--- config.mk ---
export PLATFORM = sky130hd
export DESIGN_NAME = framed_packet_receiver_crc16
export DESIGN_NICKNAME = d
export VERILOG_FILES = /design/src/design/fprx_pkg.sv /design/src/design/framed_packet_receiver_crc16.sv
export VERILOG_INCLUDE_DIRS = /design/src /design/src/design
export SDC_FILE = /design/constraint.sdc
export NUM_CORES = 1
export LEC_CHECK = 0
export BUFFER_PORTS_ARGS = -buffer_cell sky130_fd_sc_hd__buf_4
export CAP_MARGIN = 0
export CELL_PAD_IN_SITES_DETAIL_PLACEMENT = 1
export CELL_PAD_IN_SITES_GLOBAL_PLACEMENT = 1
export CORE_MARGIN = 5
export CORE_UTILIZATION = 49
export CTS_BUF_LIST = sky130_fd_sc_hd__clkbuf_8
export CTS_CLUSTER_SIZE = 14
export DETAILED_ROUTE_END_ITERATION = 16
export GPL_TIMING_DRIVEN = 0
export PLACE_DENSITY = 0.94
export SETUP_SLACK_MARGIN = 0.02
export SYNTH_ARGS = -nofsm -noshare
export SYNTH_HDL_FRONTEND = slang
export SYNTH_SLANG_ARGS = --single-unit
--- constraint.sdc ---
create_clock -name clk_i -period 11.4 [get_ports clk_i]
set_input_delay 1.14 -clock clk_i [delete_from_list [all_inputs] [get_ports clk_i]]
set_output_delay 1.14 -clock clk_i [all_outputs]
set_load 0.005 [all_outputs]
--- src/design/framed_packet_receiver_crc16_macros.svh ---
// ----------------------------------------------------------------------------
// Assertion macros for the framed packet receiver
// Short forms of the concurrent assertions used at the end of the top level.
// ----------------------------------------------------------------------------
`ifndef FRAMED_PACKET_RECEIVER_CRC16_MACROS_SVH
`define FRAMED_PACKET_RECEIVER_CRC16_MACROS_SVH

// Checked on every rising edge of clk_i once reset has been released.
`define FPRX_ASSERT(label, prop, msg) \
  label: assert property (@(posedge clk_i) disable iff (!rst_ni) prop) else $error(msg);

// Checked on every rising edge of clk_i, also while reset is asserted.
`define FPRX_ASSERT_ALWAYS(label, prop, msg) \
  label: assert property (@(posedge clk_i) prop) else $error(msg);

`endif

--- src/design/fprx_pkg.sv ---
// ----------------------------------------------------------------------------
// Framed packet receiver package
// Parser phases, frame constants, register map and the byte-wide CRC16 update.
// ----------------------------------------------------------------------------
package fprx_pkg;

  // Default for the largest accepted payload length.
  localparam int unsigned MAX_PAYLOAD_DEF = 64;

  // Frame header bytes.
  localparam logic [7:0] SYNC_BYTE_1 = 8'hAA;
  localparam logic [7:0] SYNC_BYTE_2 = 8'h55;

  // CRC-16/CCITT-FALSE: polynomial and start value.
  localparam logic [15:0] CRC_POLY = 16'h1021;
  localparam logic [15:0] CRC_INIT = 16'hFFFF;

  // Timeout register reset value in milliseconds.
  localparam logic [31:0] TIMEOUT_RESET = 32'd1000;

  // Register map: APB address width and register index of each register.
  localparam int unsigned APB_ADDR_W = 3;
  localparam logic REG_IDX_TIMEOUT = 1'b0;

  // Input command codes.
  typedef enum logic {
    CMD_BYTE = 1'b0,
    CMD_TICK = 1'b1
  } cmd_e;

  // Parser phases.
  typedef enum logic [2:0] {
    PH_HDR1 = 3'd0,
    PH_HDR2 = 3'd1,
    PH_TYPE = 3'd2,
    PH_LEN  = 3'd3,
    PH_DATA = 3'd4,
    PH_CRCL = 3'd5,
    PH_CRCH = 3'd6
  } phase_e;

  // One byte of CRC update, most significant bit first, unrolled over 8 bits.
  function automatic logic [15:0] crc16_byte(logic [15:0] crc, logic [7:0] data);
    logic [15:0] c;
    c = crc ^ {data, 8'h00};
    for (int k = 0; k < 8; k++) begin
      if (c[15]) begin
        c = {c[14:0], 1'b0} ^ CRC_POLY;
      end else begin
        c = {c[14:0], 1'b0};
      end
    end
    return c;
  endfunction

endpackage

--- src/design/framed_packet_receiver_crc16.sv ---
// ----------------------------------------------------------------------------
// Framed packet receiver with CRC16 check
// Parses 0xAA 0x55 TYPE LEN PAYLOAD CRC_LO CRC_HI frames from a byte stream,
// keeps frame statistics and timestamps on a millisecond time base, and
// reports whether a valid frame arrived within the online timeout.
// ----------------------------------------------------------------------------
// Each input word is either a received byte or a one-millisecond tick, and
// each accepted word yields exactly one result word. The block takes one word
// per clock cycle while out_stall_i does not hold it back. An accepted word
// is first captured in an input register; from there the parser, the
// byte-wide CRC update and the statistics are evaluated and loaded into the
// result registers, which offer the result. The input register lets one more word
// be taken while a result waits on out_stall_i. The online timeout is set
// through the APB register at byte address 0 and should be changed only while
// no word is in flight.

`include "framed_packet_receiver_crc16_macros.svh"

module framed_packet_receiver_crc16 import fprx_pkg::*; #(
  parameter int unsigned MaxPayload = MAX_PAYLOAD_DEF
) (
  input  logic                  clk_i,
  input  logic                  rst_ni,
  // APB configuration port
  input  logic                  psel,
  input  logic                  penable,
  input  logic                  pwrite,
  input  logic [APB_ADDR_W-1:0] paddr,
  input  logic [31:0]           pwdata,
  output logic [31:0]           prdata,
  output logic                  pready,
  // Input channel
  input  logic                  in_valid_i,
  output logic                  in_stall_o,
  input  logic                  cmd_i,
  input  logic [7:0]            rx_byte_i,
  // Output channel
  output logic                  out_valid_o,
  input  logic                  out_stall_i,
  output logic                  frame_ok_o,
  output logic                  crc_error_o,
  output logic                  length_error_o,
  output logic [7:0]            last_frame_type_o,
  output logic [7:0]            seq_number_o,
  output logic                  online_o,
  output logic [31:0]           byte_count_o,
  output logic [31:0]           good_frame_count_o,
  output logic [31:0]           crc_error_count_o,
  output logic [31:0]           length_error_count_o,
  output logic [31:0]           last_activity_time_o,
  output logic [31:0]           last_good_time_o
);

  localparam logic [7:0] MaxLen = 8'(MaxPayload);

  // Configuration register.
  logic [31:0] timeout_q;
  logic        cfg_wr;

  // Input register.
  logic        in_valid_q, in_valid_d;
  logic        in_load;
  cmd_e        cmd_q;
  logic [7:0]  byte_q;

  // Pipeline control.
  logic        advance;
  logic        out_valid_q, out_valid_d;

  // Parser state.
  phase_e      phase_q, phase_d;
  logic [7:0]  type_q, type_d;
  logic [7:0]  len_q, len_d;
  logic [7:0]  pos_q, pos_d;
  logic [7:0]  first_q, first_d;
  logic [15:0] crc_q, crc_d;
  logic [7:0]  crc_lo_q, crc_lo_d;
  logic [31:0] time_q, time_d;

  // Statistics and result registers.
  logic [31:0] byte_cnt_q, byte_cnt_d;
  logic [31:0] good_cnt_q, good_cnt_d;
  logic [31:0] crc_cnt_q, crc_cnt_d;
  logic [31:0] len_cnt_q, len_cnt_d;
  logic [31:0] act_time_q, act_time_d;
  logic [31:0] good_time_q, good_time_d;
  logic [7:0]  last_type_q, last_type_d;
  logic [7:0]  last_seq_q, last_seq_d;
  logic        ok_q, ok_d;
  logic        cerr_q, cerr_d;
  logic        lerr_q, lerr_d;
  logic        online_q, online_d;

  // Intermediate values.
  logic [15:0] crc_next;
  logic [15:0] crc_seed;
  logic [7:0]  pos_inc;
  logic [31:0] elapsed;

  // APB register access; the register index is the word address.
  assign pready = 1'b1;
  assign cfg_wr = psel && penable && pwrite && (paddr[2] == REG_IDX_TIMEOUT);
  assign prdata = (paddr[2] == REG_IDX_TIMEOUT) ? timeout_q : 32'd0;

  always_ff @(posedge clk_i or negedge rst_ni) begin
    if (!rst_ni) begin
      timeout_q <= TIMEOUT_RESET;
    end else if (cfg_wr) begin
      timeout_q <= pwdata;
    end
  end

  // Handshake: the compute stage moves when the result register is free.
  assign advance     = in_valid_q && (!out_valid_q || !out_stall_i);
  assign in_stall_o  = in_valid_q && !advance;
  assign in_load     = in_valid_i && !in_stall_o;
  assign out_valid_o = out_valid_q;

  always_comb begin
    in_valid_d = in_valid_q;
    if (in_load) begin
      in_valid_d = 1'b1;
    end else if (advance) begin
      in_valid_d = 1'b0;
    end
    out_valid_d = out_valid_q;
    if (advance) begin
      out_valid_d = 1'b1;
    end else if (!out_stall_i) begin
      out_valid_d = 1'b0;
    end
  end

  always_ff @(posedge clk_i or negedge rst_ni) begin
    if (!rst_ni) begin
      in_valid_q  <= 1'b0;
      out_valid_q <= 1'b0;
    end else begin
      in_valid_q  <= in_valid_d;
      out_valid_q <= out_valid_d;
    end
  end

  // Input word capture.
  always_ff @(posedge clk_i) begin
    if (in_load) begin
      cmd_q  <= cmd_e'(cmd_i);
      byte_q <= rx_byte_i;
    end
  end

  // CRC update of the current byte; the type byte starts from the init value.
  assign crc_seed = (phase_q == PH_TYPE) ? CRC_INIT : crc_q;
  assign crc_next = crc16_byte(crc_seed, byte_q);
  assign pos_inc  = pos_q + 8'd1;

  // Parser and statistics update for one word.
  always_comb begin
    phase_d     = phase_q;
    type_d      = type_q;
    len_d       = len_q;
    pos_d       = pos_q;
    first_d     = first_q;
    crc_d       = crc_q;
    crc_lo_d    = crc_lo_q;
    time_d      = time_q;
    byte_cnt_d  = byte_cnt_q;
    good_cnt_d  = good_cnt_q;
    crc_cnt_d   = crc_cnt_q;
    len_cnt_d   = len_cnt_q;
    act_time_d  = act_time_q;
    good_time_d = good_time_q;
    last_type_d = last_type_q;
    last_seq_d  = last_seq_q;
    ok_d        = 1'b0;
    cerr_d      = 1'b0;
    lerr_d      = 1'b0;

    if (cmd_q == CMD_TICK) begin
      time_d = time_q + 32'd1;
    end else begin
      byte_cnt_d = byte_cnt_q + 32'd1;
      act_time_d = time_q;
      unique case (phase_q)
        PH_HDR1: begin
          if (byte_q == SYNC_BYTE_1) begin
            phase_d = PH_HDR2;
          end
        end
        PH_HDR2: begin
          // A repeated first sync byte keeps waiting for the second one.
          if (byte_q == SYNC_BYTE_2) begin
            phase_d = PH_TYPE;
          end else if (byte_q != SYNC_BYTE_1) begin
            phase_d = PH_HDR1;
          end
        end
        PH_TYPE: begin
          type_d  = byte_q;
          crc_d   = crc_next;
          phase_d = PH_LEN;
        end
        PH_LEN: begin
          len_d = byte_q;
          pos_d = 8'd0;
          crc_d = crc_next;
          if (byte_q > MaxLen) begin
            len_cnt_d = len_cnt_q + 32'd1;
            lerr_d    = 1'b1;
            phase_d   = PH_HDR1;
            len_d     = 8'd0;
          end else if (byte_q == 8'd0) begin
            phase_d = PH_CRCL;
          end else begin
            phase_d = PH_DATA;
          end
        end
        PH_DATA: begin
          if (pos_q == 8'd0) begin
            first_d = byte_q;
          end
          pos_d = pos_inc;
          crc_d = crc_next;
          if (pos_inc >= len_q) begin
            phase_d = PH_CRCL;
          end
        end
        PH_CRCL: begin
          crc_lo_d = byte_q;
          phase_d  = PH_CRCH;
        end
        PH_CRCH: begin
          if ({byte_q, crc_lo_q} == crc_q) begin
            good_cnt_d  = good_cnt_q + 32'd1;
            good_time_d = time_q;
            last_type_d = type_q;
            last_seq_d  = (len_q != 8'd0) ? first_q : 8'd0;
            ok_d        = 1'b1;
          end else begin
            crc_cnt_d = crc_cnt_q + 32'd1;
            cerr_d    = 1'b1;
          end
          phase_d = PH_HDR1;
          len_d   = 8'd0;
          pos_d   = 8'd0;
        end
        default: begin
          // Unused phase code: restart the parser.
          phase_d = PH_HDR1;
          len_d   = 8'd0;
          pos_d   = 8'd0;
        end
      endcase
    end
  end

  // Online status; a good frame in this word means zero elapsed time.
  assign elapsed  = time_d - good_time_q;
  assign online_d = (good_cnt_d != 32'd0) && (ok_d || (elapsed <= timeout_q));

  // State and result registers, loaded as each word completes.
  always_ff @(posedge clk_i or negedge rst_ni) begin
    if (!rst_ni) begin
      phase_q     <= PH_HDR1;
      type_q      <= 8'd0;
      len_q       <= 8'd0;
      pos_q       <= 8'd0;
      first_q     <= 8'd0;
      crc_q       <= 16'd0;
      crc_lo_q    <= 8'd0;
      time_q      <= 32'd0;
      byte_cnt_q  <= 32'd0;
      good_cnt_q  <= 32'd0;
      crc_cnt_q   <= 32'd0;
      len_cnt_q   <= 32'd0;
      act_time_q  <= 32'd0;
      good_time_q <= 32'd0;
      last_type_q <= 8'd0;
      last_seq_q  <= 8'd0;
      ok_q        <= 1'b0;
      cerr_q      <= 1'b0;
      lerr_q      <= 1'b0;
      online_q    <= 1'b0;
    end else if (advance) begin
      phase_q     <= phase_d;
      type_q      <= type_d;
      len_q       <= len_d;
      pos_q       <= pos_d;
      first_q     <= first_d;
      crc_q       <= crc_d;
      crc_lo_q    <= crc_lo_d;
      time_q      <= time_d;
      byte_cnt_q  <= byte_cnt_d;
      good_cnt_q  <= good_cnt_d;
      crc_cnt_q   <= crc_cnt_d;
      len_cnt_q   <= len_cnt_d;
      act_time_q  <= act_time_d;
      good_time_q <= good_time_d;
      last_type_q <= last_type_d;
      last_seq_q  <= last_seq_d;
      ok_q        <= ok_d;
      cerr_q      <= cerr_d;
      lerr_q      <= lerr_d;
      online_q    <= online_d;
    end
  end

  // Result word.
  assign frame_ok_o           = ok_q;
  assign crc_error_o          = cerr_q;
  assign length_error_o       = lerr_q;
  assign last_frame_type_o    = last_type_q;
  assign seq_number_o         = last_seq_q;
  assign online_o             = online_q;
  assign byte_count_o         = byte_cnt_q;
  assign good_frame_count_o   = good_cnt_q;
  assign crc_error_count_o    = crc_cnt_q;
  assign length_error_count_o = len_cnt_q;
  assign last_activity_time_o = act_time_q;
  assign last_good_time_o     = good_time_q;

  // Assertions.
  `FPRX_ASSERT(a_one_event, $onehot0({frame_ok_o, crc_error_o, length_error_o}), "event clash")
  `FPRX_ASSERT(a_good_stamp, frame_ok_o |-> last_good_time_o == last_activity_time_o, "bad stamp")
  `FPRX_ASSERT_ALWAYS(a_stall_full, in_stall_o |-> out_valid_o && out_stall_i, "needless stall")

endmodule

==> metrics <==
Yosys cell types 88; vias 16700; Synth area leaders dfrtp_1, xnor2_1, mux2_2; antenna diode count 0; setup bufs post-CTS 0; number of enable flip-flop cells after synthesis 9; count leader, synth dfrtp_1; Synth Area in XOR/XNOR 0.122; crit path buf inv count 3; First-pass DRT Iterations 5; CP max stage cell o311ai_0; first-pass GRT wire length 103000 um; number of synthesized register bits 346; syn avg cell area 9.83 um2; CTS max path bufs 3; worst clock skew 25.4 ps; outcome complete, no violations; global-route usage over all layers 0.291; Placed Area 22300 um2; hold bufs inserted after CTS 0; Pleak 11.6 nW; CP peak stage delay 970 ps; Syn Nets 2096; initial antenna violation count 0; sequential area share after synthesis 0.451; Routed WL 64900 um; Fmax 128 MHz; DR WL/cell 22.4 um; Starting Density 0.498; Reg clk slew, reported paths 60 ps; core region area 38800 um2; Hold WC Path Type in2async; largest family of logic cells by synthesized area simple AND/OR/NAND/NOR gates; grt ovf 0; simple-gate area share of the yosys netlist 0.191; Worst VDD drop 0.108 mV; top cell type by total area after synthesis dfrtp_1; Max Cap Violations 0; worst slew pin tran 1300 ps; antenna-violating nets left 0; drc violations 0; PD cells 181 nW/um2; Slew Viols, Final 0; share of cells above drive strength 1 0.249; CP delay by family, top simple AND/OR/NAND/NOR gates; Mapped Area 19300 um2; root buf cell clkbuf_8; startpoint types flop; clock sink count 346; Synth Area in Compound Gates 0.0828; adder-cell share of the synthesized area 0.0516; vias per inst 5.76; WP data arrival 8370 ps; Synth Instances 1966; H-tree depth 2; Crit. End Element flop; post-synthesis mux area share 0.0593; total power 4.26 mW; Yosys warning count 0; setup violators final 0; DRT iter0 DRCs 1165; pin count of the biggest net entering global routing 113; Area Growth Syn to Fin 21.8%; Fin. Hold Viols 0; Post-synth ARST share 0.974; Slew headroom 0.133; die height 209 um; die area 43500 um2; post-CTS sizing 0; I/O Pins 298; Post-synth top cells dfrtp_1, nand2_1, xnor2_1, nor2_1, inv_1; most used cell, CP nand2_1; CTS Buf Count 59; CP required 11970 ps; Core Rows 72; Final nets 2454; port bufs 294; Placer Congestion 0.918; CP max FO 10; TritonCTS clock tree built; Setup CP Type reg2reg; Die W 209 um; number of global-route vias before repair 18300; Fin Setup TNS 0 ps; Detailed Place HPWL 46600 um; Top FF cell, synth dfrtp_1; minimum clock period 7800 ps; final period utilization 0.684; cell area after layout 23500 um2; clk_lat worst skew 660 ps; post-synth top area share 0.429; RSZ-0062 raised after global routing no
sequential cells by signal (all words and copies together) (netlist names), 3 cells and up:
name and cells:
crc_q 16, last_good_time_o 32, byte_count_o 32, last_activity_time_o 32
good_frame_count_o 32, first_q 8, last_frame_type_o 8, timeout_q 32
length_error_count_o 32, len_q 8, crc_lo_q 8, time_q 32
crc_error_count_o 32, type_q 8, phase_q 3, pos_q 8
byte_q 8, seq_number_o 8
through the flow:
stage	hold WS, ps	worst slack, ps	cells	utilization
after global placement	459	4140	2778	0.571
after CTS	306	3710	2891	0.606
after global routing	341	3080	2891	0.606
final	348	3600	2891	0.606
after floorplan	455	6250	1966	-
after detailed placement	469	3770	2781	0.573
report_power, final:
| part | internal, mW | total [mW] | switching (mW) |
|---|---|---|---|
| clock | 0.641 | 1.20 | 0.558 |
| combinational | 0.690 | 1.60 | 0.910 |
| sequential | 1.35 | 1.46 | 0.105 |
cell families (layout without fill, tap and decap cells):
family | after synthesis | in the layout
AO/OA/AOI/OAI | 230 | 230
XOR/XNOR | 269 | 269
adder cells (fa/ha/maj) | 79 | 79
buffers and inverters | 197 | 604
flip-flops | 346 | 346
multiplexers | 102 | 102
other | 1 | 1
AND/OR/NAND/NOR | 742 | 742
cell type report:
cell class,instances,area [um2]
clock inverters,35,226
fillers,4391,15300
inverters,103,387
repair buffers,297,2300
multi-input cells,1423,9800
plain buffers,94,427
well taps,518,648
clock buffers,75,1030
flip-flops and latches,346,8710
worst paths after layout:
kind,start,to,slack (ps),cells past startpoint
min in group clk_i,byte_count_o[31]$_DFFE_PN0P_,byte_count_o[31]$_DFFE_PN0P_,470,1
worst min-delay path,rst_ni,timeout_q[22]$_DFFE_PN0P_,350,1
worst min register to register,byte_count_o[31]$_DFFE_PN0P_,byte_count_o[31]$_DFFE_PN0P_,470,1
max in group asynchronous,rst_ni,type_q[4]$_DFFE_PN0P_,9640,3
worst max-delay path,cmd_q$_DFFE_PP_,online_o$_DFFE_PN0P_,3600,25
worst max register to register,cmd_q$_DFFE_PP_,online_o$_DFFE_PN0P_,3600,25
worst reg2reg max path, stage by stage, from the launching register on:
cell	delay, ps
edfxtp_1	360
buf_4	250
and4_1	340
nand4_2	250
nor4_4	530
and3_1	220
buf_2	220
nand3_1	120
xnor2_1	150
ha_1	290
clkbuf_1	370
nand2_1	170
nor2_1	240
nand2_1	120
nor3_1	240
and2_1	240
nor4b_1	550
nor3_1	130
nand3b_1	220
ha_1	360
nand4_1	160
nor4_1	670
nand2_1	230
o311ai_0	970
o22ai_1	160
a21oi_1	160
routing by layer:
| layer | vias up | global-route usage | wire, um |
|---|---|---|---|
| li1 | 7461 | - | - |
| met1 | 8503 | 0.365 | 26500 |
| met2 | 529 | 0.505 | 32600 |
| met3 | 170 | 0.0428 | 2820 |
| met4 | 0 | 0.122 | 2920 |
| met5 | - | 0 | 0 |
layout by cell type, fill, tap and decap left out, types with 16 or more instances in the layout:
master	synthesis	final
nand3_1	79	79
o21ai_0	62	62
nor3_1	40	40
mux2_2	99	99
nor4_1	16	16
dfrtp_1	331	331
nor2_1	144	144
ha_1	78	78
inv_1	103	115
buf_4	8	301
xnor2_1	178	178
clkbuf_8	0	75
nand2_1	279	279
buf_2	30	30
and3_1	38	38
a21o_1	20	20
clkbuf_1	48	48
nand4_1	37	37
xor2_1	91	91
a21oi_1	44	44
No activity file was read; power rests on OpenSTA's default activity.
